### src/rtl/wmf_pkg.sv
`timescale 1ns / 1ps

package wmf_pkg;

    localparam int BYTE_BITS = 8;

    // Handshake state of the two internal stages, passed between control blocks.
    typedef struct packed {
        logic pend_valid;
        logic out_valid;
        logic advance;
        logic accept;
    } wmf_ctrl_t;

endpackage

### src/rtl/window_mode_filter.sv
`timescale 1ns / 1ps

// Channel    Dir  tdata fields (low bit up)                  tuser  tlast
// s_axis     in   sample[SAMPLE_BITS]                        -      -
// m_axis     out  mode_value[SAMPLE_BITS], mode_count[CNT]   -      -
//
// One word in and one result out per cycle while the output is not stalled: the
// sample is written into the ring register, then the compare/count/argmax logic
// loads the output register. Reset clears the ring to zeros and the write slot to 0.
// A stalled output holds its result; one more word is taken into the ring
// stage, after which s_axis_tready drops until the output drains.
module window_mode_filter #(
    parameter int WINDOW      = 5,
    parameter int SAMPLE_BITS = 16
) (
    input  logic                                aclk,
    input  logic                                aresetn,
    input  logic                                s_axis_tvalid,
    output logic                                s_axis_tready,
    // sample
    input  logic [((SAMPLE_BITS + wmf_pkg::BYTE_BITS - 1) / wmf_pkg::BYTE_BITS)
                  * wmf_pkg::BYTE_BITS - 1:0]   s_axis_tdata,
    output logic                                m_axis_tvalid,
    input  logic                                m_axis_tready,
    // mode_value, mode_count, zero pad
    output logic [((SAMPLE_BITS + $clog2(WINDOW + 1) + wmf_pkg::BYTE_BITS - 1)
                   / wmf_pkg::BYTE_BITS) * wmf_pkg::BYTE_BITS - 1:0] m_axis_tdata
);

    localparam int CNT_BITS  = $clog2(WINDOW + 1);
    localparam int SLOT_BITS = $clog2(WINDOW);
    localparam int M_TDATA_W = ((SAMPLE_BITS + CNT_BITS + wmf_pkg::BYTE_BITS - 1)
                                / wmf_pkg::BYTE_BITS) * wmf_pkg::BYTE_BITS;
    localparam logic [SLOT_BITS-1:0] LAST_SLOT = SLOT_BITS'(WINDOW - 1);

    logic [SAMPLE_BITS-1:0] window_reg [WINDOW];
    logic [SLOT_BITS-1:0]   write_slot_reg;
    logic                   pend_valid_reg;
    logic                   out_valid_reg;
    logic [SAMPLE_BITS-1:0] mode_value_reg;
    logic [CNT_BITS-1:0]    mode_count_reg;

    logic [SAMPLE_BITS-1:0] mode_value_next;
    logic [CNT_BITS-1:0]    mode_count_next;
    logic [CNT_BITS-1:0]    slot_count [WINDOW];
    logic [WINDOW-1:0]      match      [WINDOW];

    wmf_pkg::wmf_ctrl_t ctrl;

    always_comb begin
        ctrl.pend_valid = pend_valid_reg;
        ctrl.out_valid  = out_valid_reg;
        ctrl.advance    = !out_valid_reg || m_axis_tready;
        ctrl.accept     = s_axis_tvalid && s_axis_tready;
    end

    assign s_axis_tready = !pend_valid_reg || ctrl.advance;
    assign m_axis_tvalid = out_valid_reg;
    assign m_axis_tdata  = M_TDATA_W'({mode_count_reg, mode_value_reg});

    // every slot against every slot
    always_comb begin
        for (int i = 0; i < WINDOW; i++) begin
            for (int j = 0; j < WINDOW; j++) begin
                match[i][j] = (window_reg[i] == window_reg[j]);
            end
            slot_count[i] = CNT_BITS'($countones(match[i]));
        end
    end

    // strict greater-than in slot order: ties keep the lowest slot
    always_comb begin
        mode_value_next = window_reg[0];
        mode_count_next = '0;
        for (int i = 0; i < WINDOW; i++) begin
            if (slot_count[i] > mode_count_next) begin
                mode_count_next = slot_count[i];
                mode_value_next = window_reg[i];
            end
        end
    end

    always_ff @(posedge aclk) begin
        if (!aresetn) begin
            for (int i = 0; i < WINDOW; i++) begin
                window_reg[i] <= '0;
            end
            write_slot_reg <= '0;
            pend_valid_reg <= 1'b0;
            out_valid_reg  <= 1'b0;
        end else begin
            if (ctrl.accept) begin
                window_reg[write_slot_reg] <= s_axis_tdata[SAMPLE_BITS-1:0];
                write_slot_reg <= (write_slot_reg == LAST_SLOT) ? '0
                                : write_slot_reg + SLOT_BITS'(1);
            end
            if (ctrl.accept) begin
                pend_valid_reg <= 1'b1;
            end else if (ctrl.advance) begin
                pend_valid_reg <= 1'b0;
            end
            if (ctrl.advance) begin
                out_valid_reg <= pend_valid_reg;
            end
        end
    end

    always_ff @(posedge aclk) begin
        if (ctrl.advance && pend_valid_reg) begin
            mode_value_reg <= mode_value_next;
            mode_count_reg <= mode_count_next;
        end
    end

    a_count_range: assert property (@(posedge aclk) disable iff (!aresetn)
        out_valid_reg |-> (mode_count_reg != '0) && (mode_count_reg <= CNT_BITS'(WINDOW)))
        else $error("mode count out of range");

    a_slot_range: assert property (@(posedge aclk) disable iff (!aresetn)
        write_slot_reg <= LAST_SLOT)
        else $error("write slot beyond ring");

    a_slot_wrap: assert property (@(posedge aclk) disable iff (!aresetn)
        ctrl.accept && (write_slot_reg == LAST_SLOT) |=> write_slot_reg == '0)
        else $error("write slot failed to wrap");

    a_ready_free: assert property (@(posedge aclk) disable iff (!aresetn)
        !ctrl.pend_valid |-> s_axis_tready)
        else $error("ready low with empty ring stage");

    a_pend_load: assert property (@(posedge aclk) disable iff (!aresetn)
        ctrl.accept |=> pend_valid_reg)
        else $error("accepted word not pending");

    a_out_load: assert property (@(posedge aclk) disable iff (!aresetn)
        ctrl.pend_valid && ctrl.advance |=> ctrl.out_valid)
        else $error("pending result not moved to output");

endmodule
### config.mk
export PLATFORM = sky130hd
export DESIGN_NAME = window_mode_filter
export DESIGN_NICKNAME = d
export VERILOG_FILES = /design/src/rtl/wmf_pkg.sv /design/src/rtl/window_mode_filter.sv
export SDC_FILE = /design/constraint.sdc
export NUM_CORES = 1
export LEC_CHECK = 0
export ABC_AREA = 1
export BUFFER_PORTS_ARGS = -buffer_cell sky130_fd_sc_hd__buf_2
export CAP_MARGIN = 20
export CORE_ASPECT_RATIO = 1.25
export CORE_UTILIZATION = 50
export CTS_BUF_LIST = sky130_fd_sc_hd__clkbuf_4 sky130_fd_sc_hd__clkbuf_8
export DETAILED_ROUTE_END_ITERATION = 10
export GPL_TIMING_DRIVEN = 0
export PLACE_DENSITY = 0.68
export SYNTH_ARGS = -nofsm -noshare
export SYNTH_HDL_FRONTEND = slang
export SYNTH_SLANG_ARGS = --single-unit
### constraint.sdc
create_clock -name aclk -period 11.36 [get_ports aclk]
set_clock_uncertainty 0.2 [all_clocks]
set_input_delay 0.568 -clock aclk [delete_from_list [all_inputs] [get_ports aclk]]
set_output_delay 0.568 -clock aclk [all_outputs]
set_load 0.01 [all_outputs]
==> results of run 1 <==
-- cell type report --
type | instances | area [um^2] | share of cell area [%]
Buffer | 82 | 373 | 4.59
Clock buffer | 9 | 124 | 1.52
Clock inverter | 7 | 100 | 1.23
Inverter | 91 | 342 | 4.20
Multi-Input combinational cell | 636 | 3690 | 45.3
Sequential cell | 104 | 3070 | 37.8
Tap cell | 178 | 223 | 2.74
Timing Repair Buffer | 41 | 211 | 2.60
-- routing by layer --
layer,part of all wire (%),up-vias
met5,0,-
li1,-,3045
met3,4.3,38
met2,48,229
met4,3.9,0
met1,44,2789
-- power by group --
group | switching (mW) | internal, mW
clock network | 0.154 | 0.109
registers | 0.0130 | 0.444
logic | 0.104 | 0.0608
total | 0.271 | 0.614
-- stage by stage --
stage	instances	util (%)
2_1_floorplan	913	-
3_3_place_gp	1131	54.5
3_5_place_dp	1132	54.7
4_1_cts	1148	56.2
5_1_grt	1148	56.2
6_report	1148	56.2
-- worst paths after layout --
path | startpoint | to | slack, ps | cells past startpoint
setup reg to reg | window_reg[0][7] | mode_count_reg[2] | 3130 | 37
setup / recovery | window_reg[0][7] | mode_count_reg[2] | 3130 | 37
hold reg to reg | pend_valid_reg | m_axis_tvalid | 310 | 2
hold / removal | s_axis_tvalid | write_slot_reg[2] | 230 | 3
-- synth_stat cells, types with 2 or more instances --
cell,count,area (um^2)
o21ai_2,2,17.5
inv_1,91,342
nor2_1,142,533
dfxtp_1,5,100
clkbuf_8,2,27.5
and2_1,3,18.8
buf_4,7,52.6
edfxtp_1,99,2970
nand3b_1,10,75.1
fa_1,5,100
buf_1,5,18.8
or2_2,6,37.5
xnor2_1,86,753
o21ai_0,10,50.1
a21oi_1,27,135
nand4_1,22,138
clkbuf_1,58,218
buf_2,9,45.0
xor2_1,32,280
ha_1,24,300
nand2_2,5,31.3
nor3_1,16,80.1
nand3_1,96,480
nor4_1,7,43.8
o2111ai_1,2,17.5
nand3_2,5,50.1
nand2_1,128,480
-- cell usage in the layout (no fill, tap or decap) --
cell and count:
a211oi_1 1, a21oi_1 26, a21oi_2 1, and2_1 3, buf_1 5, buf_2 49, buf_4 7, buf_6 2
bufinv_16 1, clkbuf_1 58, clkbuf_8 11, clkinv_4 2, clkinv_8 2, conb_1 5, dfxtp_1 5, edfxtp_1 99
fa_1 5, ha_1 24, inv_1 91, inv_6 1, inv_8 1, nand2_1 128, nand2_2 5, nand3_1 96
nand3_2 5, nand3_4 1, nand3b_1 10, nand4_1 22, nor2_1 142, nor3_1 16, nor3_4 1, nor4_1 7
o2111ai_1 2, o21ai_0 10, o21ai_2 2, or2_2 6, xnor2_1 86, xor2_1 32
-- logic make-up after synthesis --
kind of cell | Yosys count | synth area share (%)
other | 1 | 0.0503
flip-flops | 104 | 41.2
AND/OR/NAND/NOR | 442 | 26.9
adder cells (fa/ha/maj) | 29 | 5.37
AO/OA/AOI/OAI | 42 | 3.05
buffers and inverters | 173 | 9.58
XOR/XNOR | 118 | 13.9
-- critical path: cells and delay by family, from the launching register on --
| kind | cells | cell delay (ps) |
|---|---|---|
| flops | 1 | 410 |
| fa+ha+maj | 7 | 2130 |
| buf+inv | 7 | 1250 |
| xor+xnor | 1 | 200 |
| compound gates | 1 | 360 |
| simple gates | 21 | 3450 |
==> impl_results.md, run 1 <==
* Max FO, Critical Path at 10
* GR Layer Usage met2 at a little over two fifths
* Worst-path clk slew at approximately 120 ps
* Num rows at 49
* Total power at 885 uW
* Deepest clock path buffer count at 2
* Yosys reg bits at ~100
* Final setup vio count at 0
* Global-route wire length before repair at around 30000 um
* EDFF count, synth at 99
* YS warnings at 0
* Power per cell area at around 110 nW/um^2
* Peak supply drop at ~65 uV
* Status: complete, but fails checks
* IO Pins at between 40 and 50
* Share of layout cells above drive strength 1 at approximately a tenth
* CTS tree: done
* GRT Overall Usage at 25.4%
* Clk root buf: clkbuf_8
* Worst Path Arrival at 8190 ps
* Maximum single-stage delay on the critical path at 470 ps
* Yosys cell types at 32
* Fin. max-slew vios at 0
* PnR worst setup slack at approximately 3100 ps
* Mapped cell area at 7450 um^2
* Die width at between 100 and 150 um
* TNS Setup at 0 ps
* Slowest-stage cell, CP: clkbuf_1
* Grt total ovfl at 0
* Total Wirelength at 19400 um
* GR peak layer: met2
* Via Count at 6101
* N_diodes at 0
* Leak at around 3.5 nW
* Avg Cell Area, Syn at between 8 and 9 um^2
* Largest net degree at the start of global routing at 21
* Layout area overhead at 9.08%
* Detail Placement HPWL at roughly 15000 um
* Cts hold-fix bufs at 0
* Fmax at roughly 120 MHz
* # Post-CTS Setup Buffers at 0
* Met1 Use GR at between 30% and 40%
* TritonCTS Sinks at approximately 100
* Min Clock Period, post-route at between 8000 and 9000 ps
* Die H at around 140 um
* Avg WL per Cell at approximately 17 um
* Max FFs per register at 80
* Max cap viols at 0
* Post-CTS sizing at 0
* GR met3 Demand/Resource at about 2%
* Slew HR at 42.5%
* Hold WC Path Type: primary input to register
* Full die area at 15400 um^2
* Design area at ~8100 um^2
* Initial antenna violation count at 0
* RSZ-0062 raised after global routing: no
* Critical path launch point type: register
* Dpl cell area at 7910 um^2
* Least-Margin Pin Slew at ~860 ps
* Final #Nets at just over 1000
* Class of the most critical setup path: register to register
* Vias in the first global route at approximately 5700
* Critical Path End Type: register
* Final Hold Fails at 0
* Failing checks: DRC
* Most common cell on crit path: nand2_1
* 1st-iter DRT viols at 430
* Initial Utilization at approximately half
* Skew-Pair Late Insertion Delay at around 400 ps
* H-tree depth at 3
* DR vias/cell at 5.31
* DRC at 8
* Hold_ws at around 230 ps
* Area of the core at 14500 um^2
* Cts bufs inserted at 9
* Synthesized instance count at a little over 900
* Post-route ant nets at 0
* Seq/Total Area, Yosys at 41.2%
* CP required at 11330 ps
* Fin crit share at around 72%
* # port buffers at 40
* Post-place setup slack at 3270 ps
* GP Congestion at between 0.9 and 1
* DRT Pass-1 Iters at 8
* Fill count at approximately 1300
* Synth async-reset ratio at 0%
* Top FF cell, synth: edfxtp_1
(Power assumes the default switching activity.)
==> run 2, diff against run 1 <==
==> constraint.sdc (replaced) <==
create_clock -name aclk -period 7.9 [get_ports aclk]
set_clock_uncertainty 0.2 [all_clocks]
set_input_delay 0.395 -clock aclk [delete_from_list [all_inputs] [get_ports aclk]]
set_output_delay 0.395 -clock aclk [all_outputs]
set_load 0.01 [all_outputs]
==> run 2 against run 1 <==
Compared with the run above: the run still ends with DRC left; wire length increased by 0.69%; cell count barely moved; design area rose by 0.66%; worst hold slack worse by 170 ps; combinational power increased by 45%; global-route usage hardly changed; maximum frequency increased by 11%; clock-buffer cell count is the same; largest power group unchanged; highest routed layer unchanged.
==> impl_results.md, run 2 (synthesis gave the netlist of run 1 again) <==
* Class of the most critical setup path: register to register
* Sequential share of power at 51.6%
* HP Start: s_axis_tvalid
* Avg WL per Cell at roughly 17 um
* Total power at around 1.3 mW
* DRT Pass-1 Iters at 8
* Via Count at approximately 6000
* Maximum single-stage delay on the critical path at just over 400 ps
* Detail Placement HPWL at roughly 15000 um
* Final Hold Fails at 0
* Skew-Pair Late Insertion Delay at 390 ps
* N_diodes at 0
* DR vias/cell at between 5 and 6
* Min Clock Period, post-route at between 7000 and 8000 ps
* Num rows at 49
* Fin. max-slew vios at 0
* Failing checks: DRC
* Die H at 139 um
* R2R Path Start: window_reg[3][7]
* Deepest clock path buffer count at 2
* Power per cell area at between 150 and 200 nW/um^2
* 1st-iter DRT viols at around 420
* Most common cell on crit path: nand2_1
* Cts bufs inserted at 9
* Initial Utilization at between 50 and 60%
* Final setup vio count at 0
* Critical Path End Type: register
* CP required at a little under 8000 ps
* Most frequent cells in the layout: nor2_1, nand2_1, edfxtp_1
* Worst Path Arrival at about 7500 ps
* Global-route wire length before repair at between 20000 and 30000 um
* Worst Reg-to-Reg Cells at 39
* Layout area overhead at 9.80%
* Share of layout cells above drive strength 1 at between 10% and 20%
* Clk root buf: clkbuf_8
* Hold Crit Depth at 3
* Fmax at 135 MHz
* GRT Overall Usage at ~25%
* IO Pins at 46
* Beginning of the critical path: window_reg[3][7]
* TritonCTS Sinks at 104
* H-tree depth at 3
* DRC at 8
* Vias in the first global route at approximately 5700
* Most common cell after layout, fill and taps aside: nor2_1
* Slew HR at between 40% and 50%
* Part of the power in combinational logic at between 10% and 20%
* Worst-path clk slew at 120 ps
* Peak supply drop at 92.7 uV
* Full die area at 15400 um^2
* Status: complete, but fails checks
* Least-Margin Pin Slew at around 860 ps
* Final #Nets at between 1000 and 1500
* GP Congestion at 0.929
* Max FFs per register at 80
* Total Wirelength at 19500 um
* Critical path launch point type: register
* CTS tree: done
* # port buffers at 40
* Slowest-stage cell, CP: fa_1
* Hold WC Path Type: primary input to register
* Sw Share at 30.7%
* Fin crit share at between 90% and 100%
* Pint at roughly 900 uW
* Net Sw Power at between 300 and 400 uW
* TNS Setup at 0 ps
* Grt total ovfl at 0
* Area of the core at approximately 14000 um^2
* Post-route ant nets at 0
* Leak at around 3.5 nW
* Hold_ws at between 60 and 70 ps
* Clock group share of total power at 29.6%
* Die width at 111 um
* Initial antenna violation count at 0
* Max cap viols at 0
* Largest net degree at the start of global routing at 21
* Max FO, Critical Path at 10
run 2: cell count changes in the layout (fill, tap and decap cells not counted), moves of 2 or more:
cell      change
clkbuf_4      +2
buf_2         -2
nand2_4       +2
buf_4         +3
clkbuf_1      -3
run 2: critical path: cells and delay by family (launching register included):
kind / cells / cell delay (ps)
and+or+nand+nor: 21 / 2810
xor gates and xnor gates: 1 / 180
adders and majority gates: 7 / 2130
buffers and inverters: 7 / 990
AOI/OAI and AO/OA: 3 / 550
DFF: 1 / 380
run 2: through the flow:
stage | cell area (um^2) | cells | utilization (%) | worst slack [ps]
after detailed placement | 7910 | 1132 | 54.7 | -190
after floorplan | 7470 | 913 | - | 1550
after global placement | 7890 | 1131 | 54.5 | -140
after CTS | 8140 | 1148 | 56.2 | 41.0
final | 8190 | 1149 | 56.6 | 480
after global routing | 8190 | 1149 | 56.6 | -5.25
run 2: power by group through the flow:
stage / Clock (mW) / Sequential, mW / Combinational, mW
finish: 0.378 / 0.658 / 0.239
global route: 0.397 / 0.662 / 0.262
CTS: 0.380 / 0.657 / 0.236
detailed placement: 0 / 0.670 / 0.235
global placement: 0 / 0.669 / 0.231
floorplan: 0 / 0.668 / 0.169
run 2: timing repair:
item                       CTS  global route
gates resized for setup      3            14
setup buffers                0             1
cloned                       0             1
setup endpoints to repair   19            19
hold buffers                 0             0
pin swaps                    0             2
run 2: worst paths after layout:
kind	to	slack, ps
hold / removal	write_slot_reg[2]	70
setup / recovery	mode_value_reg[14]	480
setup reg to reg	mode_value_reg[14]	480
hold reg to reg	m_axis_tvalid	310
run 2: per-layer routing:
metal / part of all wire, % / track usage, %
met2: 48 / 42.9
met5: 0 / 0
met3: 4.9 / 1.97
met1: 42 / 32.4
met4: 4.5 / 13.8
run 2: cell type report:
class                           instances  area, um^2
Tap cell                              178         223
Inverter                               91         342
Timing Repair Buffer                   42         219
Multi-Input combinational cell        637        3720
Fill cell                            1311        6280
Clock buffer                            9         124
Sequential cell                       104        3070
Clock inverter                          7         100
Buffer                                 81         382
==> run 3, diff against run 2 <==
--- a/config.mk
+++ b/config.mk
@@ -8,12 +8,14 @@
 export ABC_AREA = 1
 export BUFFER_PORTS_ARGS = -buffer_cell sky130_fd_sc_hd__buf_2
 export CAP_MARGIN = 20
+export CELL_PAD_IN_SITES_DETAIL_PLACEMENT = 1
+export CELL_PAD_IN_SITES_GLOBAL_PLACEMENT = 2
 export CORE_ASPECT_RATIO = 1.25
-export CORE_UTILIZATION = 50
+export CORE_UTILIZATION = 39
 export CTS_BUF_LIST = sky130_fd_sc_hd__clkbuf_4 sky130_fd_sc_hd__clkbuf_8
 export DETAILED_ROUTE_END_ITERATION = 10
 export GPL_TIMING_DRIVEN = 0
-export PLACE_DENSITY = 0.68
+export PLACE_DENSITY_LB_ADDON = 0.1
 export SYNTH_ARGS = -nofsm -noshare
 export SYNTH_HDL_FRONTEND = slang
 export SYNTH_SLANG_ARGS = --single-unit
==> run 3 against run 2 <==
Compared with the run above: the flow still finishes with violations (DRC); via count grew 1.7%; design area grew 2.0%; utilization shrank 12 points; register-to-register slack lost 70 ps; critical path depth shrank 1; sequential cell count is the same; sequential share of layout area shrank 0.74 points; clock-buffer cell count grew 1; sequential power grew 3.2%; clock power shrank 11%; first-iteration DRC count shrank 19%; cell count grew 4.6%; largest power group unchanged.
==> impl_results.md, run 3 (synthesis gave the netlist of run 1 again) <==
* Status: complete, but fails checks
* Failing checks: DRC
* FF-to-FF End: mode_value_reg[4]
* RSZ-0062 raised after global routing: no
* Vias in the first global route at between 6000 and 7000
* Initial Utilization at between 30% and 40%
* Class of the most critical setup path: register to register
* Least-Margin Pin Slew at 830 ps
* Hold Path End: write_slot_reg[2]
* Critical path launch point type: register
* Largest net degree at the start of global routing at 19
* GP Congestion at 0.940
* Critical Path End Type: register
* Post-place setup slack at -658 ps
* Post-Layout Cell Count at between 1000 and 1500
* Final Hold Fails at 0
* Final #Nets at 1014
* Die width at approximately 130 um
* CTS tree: done
* Post-route ant nets at 0
* Worst Reg-to-Reg Cells at 38
* Post-Place Cells at between 1000 and 1500
* Num rows at 56
* Global-route wire length before repair at around 37000 um
* Full die area at between 15000 and 20000 um^2
* Die H at about 160 um
* TritonCTS Sinks at 104
* Slew HR at between 40% and 50%
* N_diodes at 0
* Final setup vio count at 0
* Initial antenna violation count at 0
* Most frequent cells in the layout: nor2_1, nand2_1, edfxtp_1
* Leak at ~3.6 nW
* H-tree depth at 3
* Hold Crit Depth at 3
* Clk root buf: clkbuf_8
* Flop2flop setup slack at between 400 and 500 ps
* Slowest-stage cell, CP: edfxtp_1
* Grt total ovfl at 0
* HP Start: s_axis_tvalid
* Fin. max-slew vios at 0
* Max FO, Critical Path at 10
* Fill count at 2297
* GRT Overall Usage at 25.3%
* Via Count at between 6000 and 7000
* Cts bufs inserted at 9
* Worst Path Arrival at approximately 7500 ps
* Min Clock Period, post-route at around 7500 ps
* Maximum single-stage delay on the critical path at ~560 ps
* Hold WC Path Type: primary input to register
* Worst-path clk slew at approximately 110 ps
* Fmax at approximately 130 MHz
* CP required at between 7000 and 8000 ps
* Deepest clock path buffer count at 2
* Total Wirelength at 24100 um
* Most common cell after layout, fill and taps aside: nor2_1
* Max FFs per register at 80
* PnR worst setup slack at 412 ps
* Power per cell area at 150 nW/um^2
* R2R Path Start: window_reg[3][14]
* DRC at 4
* Share of layout cells above drive strength 1 at around 14%
* IO Pins at 46
* # port buffers at 40
* 1st-iter DRT viols at 344
* Detail Placement HPWL at roughly 19000 um
* Max cap viols at 0
* Layout area overhead at 12.0%
* DRT Pass-1 Iters at 7
* DR vias/cell at just over 5
* Area of the core at 18800 um^2
* Fin crit share at between 90% and 100%
* Most common cell on crit path: nand2_1
* Peak supply drop at 88.1 uV
* Avg WL per Cell at 20.0 um
* Skew-Pair Late Insertion Delay at 410 ps
* Cts hold-fix bufs at 0
## run 3: cell type report
cell class	count	area [um^2]	area share, %
Buffer	55	290	3.48
Inverter	91	342	4.09
Clock inverter	6	51.3	0.614
Clock buffer	10	131	1.57
Multi-Input combinational cell	637	3760	45.0
Tap cell	232	290	3.48
Timing Repair Buffer	67	410	4.92
Sequential cell	104	3070	36.8
## run 3: repair_timing
action | 4_1_cts | 5_1_grt
gates resized for setup | 7 | 19
endpoints found under the setup margin | 19 | 19
hold endpoints to repair | 0 | 0
gates cloned | 0 | 1
pin swaps | 0 | 2
buffers inserted | 0 | 26
## run 3: stage by stage
step | utilization (%) | instance area (um^2) | hold WS (ps) | setup TNS, ps | power [mW]
after CTS | 43.5 | 8160 | 68.6 | 0 | 1.25
after global placement | 42.4 | 7960 | 272 | -6380 | 0.906
final | 44.5 | 8350 | 83.1 | 0 | 1.25
after global routing | 44.5 | 8350 | 102 | 0 | 1.31
after floorplan | - | 7470 | 263 | 0 | 0.837
after detailed placement | 42.5 | 7980 | 306 | -9940 | 0.918
## run 3: critical path, delay by kind of cell (launching register included)
kind / cells / cell delay, ps
flip-flops: 1 / 560
buffers and inverters: 7 / 950
AND/OR/NAND/NOR: 18 / 2250
adder cells (fa/ha/maj): 7 / 2240
AO/OA/AOI/OAI: 5 / 850
XOR/XNOR: 1 / 230
## run 3: worst max path at each step
stage / startpoint / end / depth (start not counted)
2_1_floorplan: window_reg[0][7] / mode_count_reg[1] / 38
3_3_place_gp: window_reg[0][7] / mode_count_reg[1] / 37
3_5_place_dp: window_reg[3][10] / mode_count_reg[1] / 35
6_report: window_reg[3][14] / mode_value_reg[4] / 38
5_1_grt: window_reg[0][6] / mode_value_reg[13] / 41
4_1_cts: window_reg[0][7] / mode_value_reg[13] / 37
## run 3: power by group
part           switching, mW  total (mW)  internal, mW
Combinational          0.144       0.240        0.0962
Sequential            0.0388       0.679         0.640
Clock                  0.213       0.336         0.123
Total                  0.395        1.25         0.859
## run 3: per-layer routing
| metal | track usage, % | routed length (um) |
|---|---|---|
| met3 | 2.80 | 414 |
| met2 | 43.7 | 12100 |
| met4 | 10.7 | 756 |
| met5 | 0 | 0 |
| met1 | 32.1 | 10900 |
